==> config.mk <==
export PLATFORM = sky130hd
export DESIGN_NAME = positional_list_insert_remove
export DESIGN_NICKNAME = d
export VERILOG_FILES = /design/src/rtl/pli_pkg.sv /design/src/rtl/pli_ram.sv /design/src/rtl/pli_seq.sv /design/src/rtl/positional_list_insert_remove.sv
export VERILOG_INCLUDE_DIRS = /design/src /design/src/rtl
export SDC_FILE = /design/constraint.sdc
export NUM_CORES = 2
export LEC_CHECK = 0
export BUFFER_PORTS_ARGS = -buffer_cell sky130_fd_sc_hd__buf_2
export CORE_AREA = 10 10 433 541
export CTS_BUF_LIST = sky130_fd_sc_hd__clkbuf_2
export DETAILED_ROUTE_END_ITERATION = 16
export DIE_AREA = 0 0 443 551
export PLACE_DENSITY = 0.57
export SYNTH_ARGS = -nofsm -noshare
export SYNTH_HDL_FRONTEND = slang
export SYNTH_SLANG_ARGS = --single-unit
export TNS_END_PERCENT = 100
==> constraint.sdc <==
create_clock -name i_clk -period 5.4 [get_ports i_clk]
set_input_delay 0.81 -clock i_clk [delete_from_list [all_inputs] [get_ports i_clk]]
set_output_delay 0.81 -clock i_clk [all_outputs]
set_load 0.03 [all_outputs]
==> src/rtl/positional_list_insert_remove_defines.svh <==
// assertion helpers used by the list sequencer rtl
`ifndef POSITIONAL_LIST_INSERT_REMOVE_DEFINES_SVH
`define POSITIONAL_LIST_INSERT_REMOVE_DEFINES_SVH

// same-cycle implication, checked on every edge out of reset
`define PLI_ASSERT_IMPL(lbl, ante, cons, msg) \
    lbl: assert property (@(posedge i_clk) disable iff (!i_rst_n) (ante) |-> (cons)) \
        else $error(msg);

// next-cycle implication, checked on every edge out of reset
`define PLI_ASSERT_NEXT(lbl, ante, cons, msg) \
    lbl: assert property (@(posedge i_clk) disable iff (!i_rst_n) (ante) |=> (cons)) \
        else $error(msg);

`endif

==> src/rtl/pli_pkg.sv <==
package pli_pkg;

    // fixed field widths
    localparam int ACT_W = 3;
    localparam int POS_W = 6;
    localparam int VAL_W = 32;
    localparam int ST_W  = 2;
    localparam int NC_W  = 7;

    // action codes
    localparam logic [ACT_W-1:0] ACT_APPEND   = 3'd0;
    localparam logic [ACT_W-1:0] ACT_FRONT    = 3'd1;
    localparam logic [ACT_W-1:0] ACT_INS_AT   = 3'd2;
    localparam logic [ACT_W-1:0] ACT_REM_AT   = 3'd3;
    localparam logic [ACT_W-1:0] ACT_REM_LAST = 3'd4;
    localparam logic [ACT_W-1:0] ACT_READ     = 3'd5;

    // status codes
    localparam logic [ST_W-1:0] STS_DONE = 2'd0;
    localparam logic [ST_W-1:0] STS_BAD  = 2'd1;
    localparam logic [ST_W-1:0] STS_FULL = 2'd2;

    // sequencer states
    typedef enum logic [2:0] {
        ST_IDLE,
        ST_FETCH,
        ST_GRAB,
        ST_SHIFT,
        ST_FINAL
    } t_state;

    // kind of work a request turns into
    typedef enum logic [1:0] {
        K_NONE,
        K_INS,
        K_REM,
        K_READ
    } t_kind;

    // one finished result
    typedef struct packed {
        logic              ok;
        logic [ST_W-1:0]   status;
        logic [VAL_W-1:0]  out_value;
        logic [NC_W-1:0]   new_count;
    } t_result;

endpackage

==> src/rtl/pli_ram.sv <==
module pli_ram #(
    parameter int WIDTH = 32,
    parameter int DEPTH = 64
) (
    input  logic                     i_clk,
    input  logic                     i_we,
    input  logic [$clog2(DEPTH)-1:0] i_waddr,
    input  logic [WIDTH-1:0]         i_wdata,
    input  logic                     i_re,
    input  logic [$clog2(DEPTH)-1:0] i_raddr,
    output logic [WIDTH-1:0]         o_rdata
);

    logic [WIDTH-1:0] r_mem [DEPTH];
    logic [WIDTH-1:0] r_rdata;

    // one write port, one registered read port
    always_ff @(posedge i_clk) begin
        if (i_we) begin
            r_mem[i_waddr] <= i_wdata;
        end
        if (i_re) begin
            r_rdata <= r_mem[i_raddr];
        end
    end

    assign o_rdata = r_rdata;

endmodule

==> src/rtl/pli_seq.sv <==
`include "positional_list_insert_remove_defines.svh"

module pli_seq #(
    parameter int CAPACITY = 64
) (
    input  logic                          i_clk,
    input  logic                          i_rst_n,
    input  logic                          i_req_valid,
    output logic                          o_req_ready,
    input  logic [pli_pkg::ACT_W-1:0]     i_action,
    input  logic [pli_pkg::POS_W-1:0]     i_position,
    input  logic [pli_pkg::VAL_W-1:0]     i_item_value,
    output logic                          o_res_valid,
    input  logic                          i_res_ready,
    output pli_pkg::t_result              o_res
);

    localparam int AW = $clog2(CAPACITY);
    localparam int CW = $clog2(CAPACITY + 1);
    localparam int XW = (CW > pli_pkg::POS_W) ? CW : pli_pkg::POS_W;

    pli_pkg::t_state r_state, n_state;
    pli_pkg::t_kind  r_kind, n_kind;
    logic [CW-1:0]   r_count, n_count;
    logic [CW-1:0]   r_new_count, n_new_count;
    logic [CW-1:0]   r_left, n_left;
    logic [AW-1:0]   r_idx, n_idx;
    logic [AW-1:0]   r_ptr, n_ptr;
    logic [AW-1:0]   r_wb_addr, n_wb_addr;
    logic            r_wb_valid, n_wb_valid;
    logic [pli_pkg::VAL_W-1:0] r_value, n_value;
    logic [pli_pkg::VAL_W-1:0] r_result, n_result;
    logic            r_ok, n_ok;
    logic [pli_pkg::ST_W-1:0]  r_status, n_status;

    // request decode
    pli_pkg::t_kind            d_kind;
    logic                      d_ok;
    logic [pli_pkg::ST_W-1:0]  d_status;
    logic [AW-1:0]             d_idx;
    logic                      full;
    logic                      in_range;
    logic                      accept;

    // memory port controls
    logic                      ram_we;
    logic [AW-1:0]             ram_waddr;
    logic [pli_pkg::VAL_W-1:0] ram_wdata;
    logic                      ram_re;
    logic [AW-1:0]             ram_raddr;
    logic [pli_pkg::VAL_W-1:0] ram_rdata;

    assign full     = (r_count == CW'(CAPACITY));
    assign in_range = (XW'(i_position) < XW'(r_count));
    assign accept   = i_req_valid && o_req_ready;

    // classify the incoming request against the current count
    always_comb begin
        d_kind   = pli_pkg::K_NONE;
        d_ok     = 1'b0;
        d_status = pli_pkg::STS_BAD;
        d_idx    = '0;
        case (i_action)
            pli_pkg::ACT_APPEND, pli_pkg::ACT_FRONT: begin
                if (full) begin
                    d_status = pli_pkg::STS_FULL;
                end else begin
                    d_kind   = pli_pkg::K_INS;
                    d_ok     = 1'b1;
                    d_status = pli_pkg::STS_DONE;
                    d_idx    = (i_action == pli_pkg::ACT_APPEND) ? AW'(r_count) : '0;
                end
            end
            pli_pkg::ACT_INS_AT: begin
                if (!in_range) begin
                    d_status = pli_pkg::STS_BAD;
                end else if (full) begin
                    d_status = pli_pkg::STS_FULL;
                end else begin
                    d_kind   = pli_pkg::K_INS;
                    d_ok     = 1'b1;
                    d_status = pli_pkg::STS_DONE;
                    d_idx    = AW'(i_position);
                end
            end
            pli_pkg::ACT_REM_AT: begin
                if (in_range) begin
                    d_kind   = pli_pkg::K_REM;
                    d_ok     = 1'b1;
                    d_status = pli_pkg::STS_DONE;
                    d_idx    = AW'(i_position);
                end
            end
            pli_pkg::ACT_REM_LAST: begin
                if (r_count != '0) begin
                    d_kind   = pli_pkg::K_REM;
                    d_ok     = 1'b1;
                    d_status = pli_pkg::STS_DONE;
                    d_idx    = AW'(r_count - 1'b1);
                end
            end
            pli_pkg::ACT_READ: begin
                if (in_range) begin
                    d_kind   = pli_pkg::K_READ;
                    d_ok     = 1'b1;
                    d_status = pli_pkg::STS_DONE;
                    d_idx    = AW'(i_position);
                end
            end
            default: begin
                d_kind = pli_pkg::K_NONE;
            end
        endcase
    end

    // next state
    always_comb begin
        n_state = r_state;
        case (r_state)
            pli_pkg::ST_IDLE: begin
                if (accept) begin
                    case (d_kind)
                        pli_pkg::K_INS:            n_state = pli_pkg::ST_SHIFT;
                        pli_pkg::K_REM, pli_pkg::K_READ: n_state = pli_pkg::ST_FETCH;
                        default:                   n_state = pli_pkg::ST_FINAL;
                    endcase
                end
            end
            pli_pkg::ST_FETCH: n_state = pli_pkg::ST_GRAB;
            pli_pkg::ST_GRAB: begin
                n_state = (r_kind == pli_pkg::K_REM) ? pli_pkg::ST_SHIFT : pli_pkg::ST_FINAL;
            end
            pli_pkg::ST_SHIFT: begin
                if (r_left == '0 && !r_wb_valid) begin
                    n_state = pli_pkg::ST_FINAL;
                end
            end
            pli_pkg::ST_FINAL: begin
                if (i_res_ready) begin
                    n_state = pli_pkg::ST_IDLE;
                end
            end
            default: n_state = pli_pkg::ST_IDLE;
        endcase
    end

    // datapath and memory controls
    always_comb begin
        n_kind      = r_kind;
        n_count     = r_count;
        n_new_count = r_new_count;
        n_left      = r_left;
        n_idx       = r_idx;
        n_ptr       = r_ptr;
        n_wb_addr   = r_wb_addr;
        n_wb_valid  = 1'b0;
        n_value     = r_value;
        n_result    = r_result;
        n_ok        = r_ok;
        n_status    = r_status;
        ram_we      = 1'b0;
        ram_waddr   = r_wb_addr;
        ram_wdata   = ram_rdata;
        ram_re      = 1'b0;
        ram_raddr   = r_ptr;
        o_req_ready = 1'b0;
        o_res_valid = 1'b0;
        case (r_state)
            pli_pkg::ST_IDLE: begin
                o_req_ready = 1'b1;
                if (accept) begin
                    n_kind   = d_kind;
                    n_ok     = d_ok;
                    n_status = d_status;
                    n_idx    = d_idx;
                    n_value  = i_item_value;
                    case (d_kind)
                        pli_pkg::K_INS: begin
                            n_ptr       = AW'(r_count - 1'b1);
                            n_left      = r_count - CW'(d_idx);
                            n_new_count = r_count + 1'b1;
                        end
                        pli_pkg::K_REM: begin
                            n_ptr       = d_idx + 1'b1;
                            n_left      = r_count - CW'(d_idx) - 1'b1;
                            n_new_count = r_count - 1'b1;
                        end
                        default: begin
                            n_left      = '0;
                            n_new_count = r_count;
                        end
                    endcase
                end
            end
            pli_pkg::ST_FETCH: begin
                ram_re    = 1'b1;
                ram_raddr = r_idx;
            end
            pli_pkg::ST_GRAB: begin
                n_result = ram_rdata;
            end
            pli_pkg::ST_SHIFT: begin
                // write back the entry read last cycle one place over
                ram_we    = r_wb_valid;
                ram_waddr = r_wb_addr;
                ram_wdata = ram_rdata;
                if (r_left != '0) begin
                    ram_re     = 1'b1;
                    ram_raddr  = r_ptr;
                    n_left     = r_left - 1'b1;
                    n_wb_valid = 1'b1;
                    if (r_kind == pli_pkg::K_INS) begin
                        n_ptr     = r_ptr - 1'b1;
                        n_wb_addr = r_ptr + 1'b1;
                    end else begin
                        n_ptr     = r_ptr + 1'b1;
                        n_wb_addr = r_ptr - 1'b1;
                    end
                end
            end
            pli_pkg::ST_FINAL: begin
                o_res_valid = 1'b1;
                // the inserted value lands in the gap; rewriting it while stalled is harmless
                ram_we    = (r_kind == pli_pkg::K_INS);
                ram_waddr = r_idx;
                ram_wdata = r_value;
                if (i_res_ready) begin
                    n_count = r_new_count;
                end
            end
            default: begin
                n_wb_valid = 1'b0;
            end
        endcase
    end

    // result toward the output register
    always_comb begin
        o_res.ok        = r_ok;
        o_res.status    = r_status;
        o_res.out_value = (r_kind == pli_pkg::K_REM || r_kind == pli_pkg::K_READ) ?
                          r_result : '0;
        o_res.new_count = pli_pkg::NC_W'(r_new_count);
    end

    // control state
    always_ff @(posedge i_clk) begin
        if (!i_rst_n) begin
            r_state    <= pli_pkg::ST_IDLE;
            r_count    <= '0;
            r_wb_valid <= 1'b0;
        end else begin
            r_state    <= n_state;
            r_count    <= n_count;
            r_wb_valid <= n_wb_valid;
        end
    end

    // request and shift bookkeeping
    always_ff @(posedge i_clk) begin
        r_kind      <= n_kind;
        r_new_count <= n_new_count;
        r_left      <= n_left;
        r_idx       <= n_idx;
        r_ptr       <= n_ptr;
        r_wb_addr   <= n_wb_addr;
        r_value     <= n_value;
        r_result    <= n_result;
        r_ok        <= n_ok;
        r_status    <= n_status;
    end

    pli_ram #(
        .WIDTH (pli_pkg::VAL_W),
        .DEPTH (CAPACITY)
    ) u_entries (
        .i_clk   (i_clk),
        .i_we    (ram_we),
        .i_waddr (ram_waddr),
        .i_wdata (ram_wdata),
        .i_re    (ram_re),
        .i_raddr (ram_raddr),
        .o_rdata (ram_rdata)
    );

    // checks
    `PLI_ASSERT_IMPL(a_count_cap, 1'b1, r_count <= CW'(CAPACITY), "entry count above capacity")
    `PLI_ASSERT_NEXT(a_count_hold, r_state != pli_pkg::ST_FINAL, $stable(r_count), "count moved outside final")
    `PLI_ASSERT_IMPL(a_ins_count, r_state == pli_pkg::ST_FINAL && r_kind == pli_pkg::K_INS, r_new_count == r_count + 1'b1, "insert count not one up")

endmodule

==> src/rtl/positional_list_insert_remove.sv <==
// Ordered list of up to CAPACITY 32-bit values held in one single-port-write,
// registered-read RAM. Each request (append, insert front, insert at position,
// remove at position, remove last, read) returns one transaction with ok, status,
// the removed or read value and the new count. Items are handled one at a time and
// inserts and removals move the later entries through the RAM one per cycle, so
// the time from one accepted request to the next depends on k, the number of
// entries moved. A finished result sits in an output register, so the next request
// is taken while it waits. No clearing pass is needed after reset; the list starts
// empty.
module positional_list_insert_remove #(
    parameter int CAPACITY = 64
) (
    input  logic                          i_clk,
    input  logic                          i_rst_n,
    input  logic                          i_in_valid,
    output logic                          o_in_ready,
    input  logic [pli_pkg::ACT_W-1:0]     i_action,
    input  logic [pli_pkg::POS_W-1:0]     i_position,
    input  logic [pli_pkg::VAL_W-1:0]     i_item_value,
    output logic                          o_out_valid,
    input  logic                          i_out_ready,
    output logic                          o_ok,
    output logic [pli_pkg::ST_W-1:0]      o_status,
    output logic [pli_pkg::VAL_W-1:0]     o_out_value,
    output logic [pli_pkg::NC_W-1:0]      o_new_count
);

    logic             res_valid;
    logic             res_ready;
    pli_pkg::t_result res;
    logic             r_out_valid, n_out_valid;
    pli_pkg::t_result r_out, n_out;

    pli_seq #(
        .CAPACITY (CAPACITY)
    ) u_seq (
        .i_clk        (i_clk),
        .i_rst_n      (i_rst_n),
        .i_req_valid  (i_in_valid),
        .o_req_ready  (o_in_ready),
        .i_action     (i_action),
        .i_position   (i_position),
        .i_item_value (i_item_value),
        .o_res_valid  (res_valid),
        .i_res_ready  (res_ready),
        .o_res        (res)
    );

    // output register takes a result whenever it is empty or being drained
    assign res_ready = !r_out_valid || i_out_ready;

    always_comb begin
        n_out_valid = r_out_valid;
        n_out       = r_out;
        if (res_valid && res_ready) begin
            n_out_valid = 1'b1;
            n_out       = res;
        end else if (i_out_ready) begin
            n_out_valid = 1'b0;
        end
    end

    always_ff @(posedge i_clk) begin
        if (!i_rst_n) begin
            r_out_valid <= 1'b0;
        end else begin
            r_out_valid <= n_out_valid;
        end
    end

    always_ff @(posedge i_clk) begin
        r_out <= n_out;
    end

    assign o_out_valid = r_out_valid;
    assign o_ok        = r_out.ok;
    assign o_status    = r_out.status;
    assign o_out_value = r_out.out_value;
    assign o_new_count = r_out.new_count;

endmodule

==> metrics.md <==
| Metric | Value |
|---|---|
| Status | `finished, final reports clean` |
| Worst setup path end | `u_seq.r_ptr[5]` |
| Starting Density | `0.399` |
| CP Cell Sequence | `inv_1 > ha_1 > a21o_1 > a21oi_1 > o32a_1 > a31oi_1 > dlygate4sd3_1 > inv_1 > ha_1 > nor2_1 > o21ai_0` |
| Fraction of registers with async set/reset | `0` |
| Synth area leader | `edfxtp_1` |
| Worst-Margin Slew | `approximately 1.3 ns` |
| Reg-to-Reg End | `u_seq.r_ptr[5]` |
| Sw Share | `0.392` |
| Share of cells above drive strength 1 | `0.217` |
| Mapped Nets | `roughly 5,800` |
| Peak supply drop | `around 320 uV` |
| Core area | `between 200,000 and 250,000 um2` |
| CP Buf/Inv Count | `3` |
| CP Launch Point | `u_seq.r_count[4]` |
| Final max-slew violation count | `0` |
| Total Nets Final | `6,402` |
| # rows | `194` |
| Port buffer count | `88` |
| Ranking of synthesized cells by area | `edfxtp_1 (75%), nand2_1 (4.9%), mux4_2 (4.0%)` |
| Worst path required time | `roughly 6.7 ns` |
| Headroom to the max-slew limit | `0.101` |
| Vias per Instance | `between 5 and 6` |
| Clock Power Share | `0.202` |
| Critical path's top delay family | `compound AO/OA/AOI/OAI gates` |
| DIE WIDTH | `~440 um` |
| Most used DFF post-synth | `edfxtp_1` |
| CP arrival | `roughly 6.0 ns` |
| Synth warn | `0` |
| Final number of setup-violating endpoints | `0` |
| Clk buf depth | `4` |
| H-tree depth | `6` |
| Critical path's slowest cell | `dlygate4sd3_1` |
| Die height | `around 550 um` |
| Final WS setup | `roughly 0.72 ns` |
| Via count | `~56,000` |
| PwrDens | `roughly 550 nW/um2` |
| Overall Power | `54.6 mW` |
| Synth Cell Area | `88,900 um2` |
| Internal power | `between 30 and 40 mW` |
| 1st-pass router iterations | `8` |
| Max Clk Rate | `between 200 and 250 MHz` |
| Die area | `244,000 um2` |
| Dpl hpwl | `171,000 um` |
| Largest stage delay, worst path | `about 0.67 ns` |
| R2R Setup Slk | `0.72 ns` |
| Iter 0 DRT Violations | `7,377` |
| CTS tree | `yes` |
| DR DRC count | `0` |
| Post-route insts no fill | `slightly below 10,000` |
| DR WL/cell | `30.6 um` |
| Switching pwr | `approximately 21 mW` |
| Synth cell types | `81` |
| Final Cycle Share | `0.866` |
| CP Depth | `11` |
| CTS Buf Count | `roughly 540` |
| Post-cts gate resize count | `0` |
| CP endpoint kind | `flip-flop` |
| Placed cells | `8,642` |
| # hold bufs at CTS | `88` |
| Clk root buf | `clkbuf_2` |
| Sequential area share after synthesis | `0.753` |
| Initial antenna violation count | `25` |
| Skew final | `around 0.15 ns` |
| Largest net degree at the start of global routing | `90` |
| Total of max-cap violations | `0` |
| Synthesized flop and latch total | `2,235` |
| Post-synthesis cell count | `5,698` |
| RePlAce Congestion | `0.862` |
| Hold Path Class | `in -> reg` |
| RSZ-0062 raised after global routing | `false` |
| Layout overhead on the synthesized area | `12.5%` |
| Drt total wl | `just under 300,000 um` |
| Vias in the first global route | `between 50,000 and 60,000` |
| Crit path kind | `reg -> reg` |
| Gr ovfl total | `0` |
| Sequential Power Share | `0.441` |
| Leak | `between 30 and 40 nW` |
| Top Ports | `between 80 and 90` |
| Clk slew on worst S/H paths | `0.09 ns` |
| Dpl ws | `0.907 ns` |
| First-pass GRT wire length | `410,000 um` |
| Post-CTS setup buffers | `0` |
| Antenna Nets Post-Route | `0` |
| Endpoints failing hold | `0` |
| Clock Sinks | `2,235` |
| Fin crit period | `roughly 4.7 ns` |
| Crit start category | `flip-flop` |
| Avg Cell Area, Syn | `between 15 and 20 um2` |
| Crit-path max FO | `22` |
| Post-synth EDFFs | `between 2,000 and 2,500` |
| GRT Total Usage | `0.233` |
| Setup TNS | `0 ns` |
| Post-synth top area share | `0.751` |
| Worst R2R Start | `u_seq.r_count[4]` |
| Combinational cell fraction of total power | `0.357` |
| Worst-Skew Late Latency | `between 1.5 and 2 ns` |
| FF-to-FF path depth | `11` |
[worst min path at each step]
stage | slack (ns) | endpoint | start | depth (start not counted)
after floorplan | 0.40 | o_ok | u_seq.r_ok | 0
after global placement | 0.41 | o_ok | u_seq.r_ok | 0
after detailed placement | 0.42 | o_ok | u_seq.r_ok | 0
after CTS | 0.02 | u_seq.r_ok | i_action[1] | 3
after global routing | 0.14 | u_seq.r_ok | i_action[1] | 3
final | 0.19 | u_seq.r_status[0] | i_action[1] | 4
[tightest hold or removal path, stage by stage]
cell,delay (ns)
dlygate4sd3_1,0.53
buf_2,0.20
nand2_1,0.08
o21ai_0,0.09
[cell usage after synthesis, types with 14 or more instances]
cell and n:
and2_1 39, a21oi_1 119, or4_1 22, o211ai_1 18
a211oi_1 114, ha_1 22, a221oi_1 21, buf_4 26
nand4_1 42, edfxtp_1 2223, o21ai_0 44, nand2_1 1153
mux4_2 158, xnor2_1 14, nand3_1 407, nor2_1 139
o22ai_1 26, nor3_1 44, buf_6 43, buf_2 93
a32oi_1 38, o2111ai_1 22, a22oi_1 32, mux2i_1 229
a2111oi_0 14, clkbuf_1 140, a31oi_1 94, inv_1 77
a311oi_1 32, o221ai_1 17, buf_1 24
[layout make-up]
class,instances,area [um2]
fillers,19900,123000
well taps,2940,3680
repair buffers,432,4030
multi-input cells,3045,20300
inverters,78,294
diodes,12,30.0
flip-flops and latches,2235,67000
clock inverters,120,835
clock buffers,764,3820
[registers in the layout (all words and copies together), names as in the netlist, 2 cells and up]
name / count
u_seq.r_state: 3
u_seq.u_entries.o_rdata: 32
u_seq.r_result: 32
u_seq.r_count: 7
u_seq.r_new_count: 7
u_seq.r_ptr: 6
o_new_count: 7
u_seq.u_entries.r_mem: 2048
u_seq.r_idx: 6
u_seq.r_wb_addr: 6
o_status: 2
u_seq.r_value: 32
u_seq.r_left: 7
u_seq.r_status: 2
o_out_value: 32
u_seq.r_kind: 2
[metal layers]
| metal | part of all wire | global-route usage | routed length [um] | vias up |
|---|---|---|---|---|
| li1 | - | - | - | 23500 |
| met1 | 0.37 | 0.292 | 110000 | 28500 |
| met2 | 0.49 | 0.390 | 143000 | 3370 |
| met3 | 0.096 | 0.0465 | 28300 | 679 |
| met4 | 0.046 | 0.107 | 13500 | 8 |
| met5 | 0.00017 | 0 | 51 | - |
[logic make-up (layout without fill, tap and decap cells)]
group	count (synthesis)	in the layout	synth area share
buffers and inverters	418	1394	0.0259
muxes	398	398	0.0676
other	0	12	0
AOI/OAI and AO/OA	660	660	0.0524
xor gates and xnor gates	26	26	0.00256
DFF	2235	2235	0.753
adders and majority gates	23	23	0.00332
and+or+nand+nor	1938	1938	0.0947
[power by group through the flow]
stage / registers (mW) / logic (mW) / clock network [mW]
floorplan: 24.3 / 11.6 / 0
global placement: 24.4 / 18.9 / 0
detailed placement: 24.5 / 19.2 / 0
CTS: 24.1 / 19.3 / 11.2
global route: 24.1 / 20.6 / 12.1
finish: 24.1 / 19.5 / 11.0
[stage by stage]
step / util / instance area, um2 / hold slack, ns
2_1_floorplan: - / 88900 / 0.400
3_3_place_gp: 0.423 / 94400 / 0.410
3_5_place_dp: 0.423 / 94400 / 0.418
4_1_cts: 0.448 / 100000 / 0.0226
5_1_grt: 0.448 / 100000 / 0.143
6_report: 0.448 / 100000 / 0.191
[placed cells by master, fill, tap and decap left out, types with 68 or more instances in the layout]
| cell | instances |
|---|---|
| inv_1 | 75 |
| nand2_1 | 1125 |
| buf_2 | 88 |
| a211oi_1 | 114 |
| clkbuf_2 | 764 |
| edfxtp_1 | 2223 |
| dlygate4sd3_1 | 88 |
| buf_4 | 193 |
| a31oi_1 | 94 |
| nor2_1 | 69 |
| mux4_2 | 158 |
| a21oi_1 | 118 |
| nand3_1 | 407 |
| mux2i_1 | 223 |
| nor2_4 | 68 |
| clkinv_1 | 81 |
(Power assumes the default switching activity.)
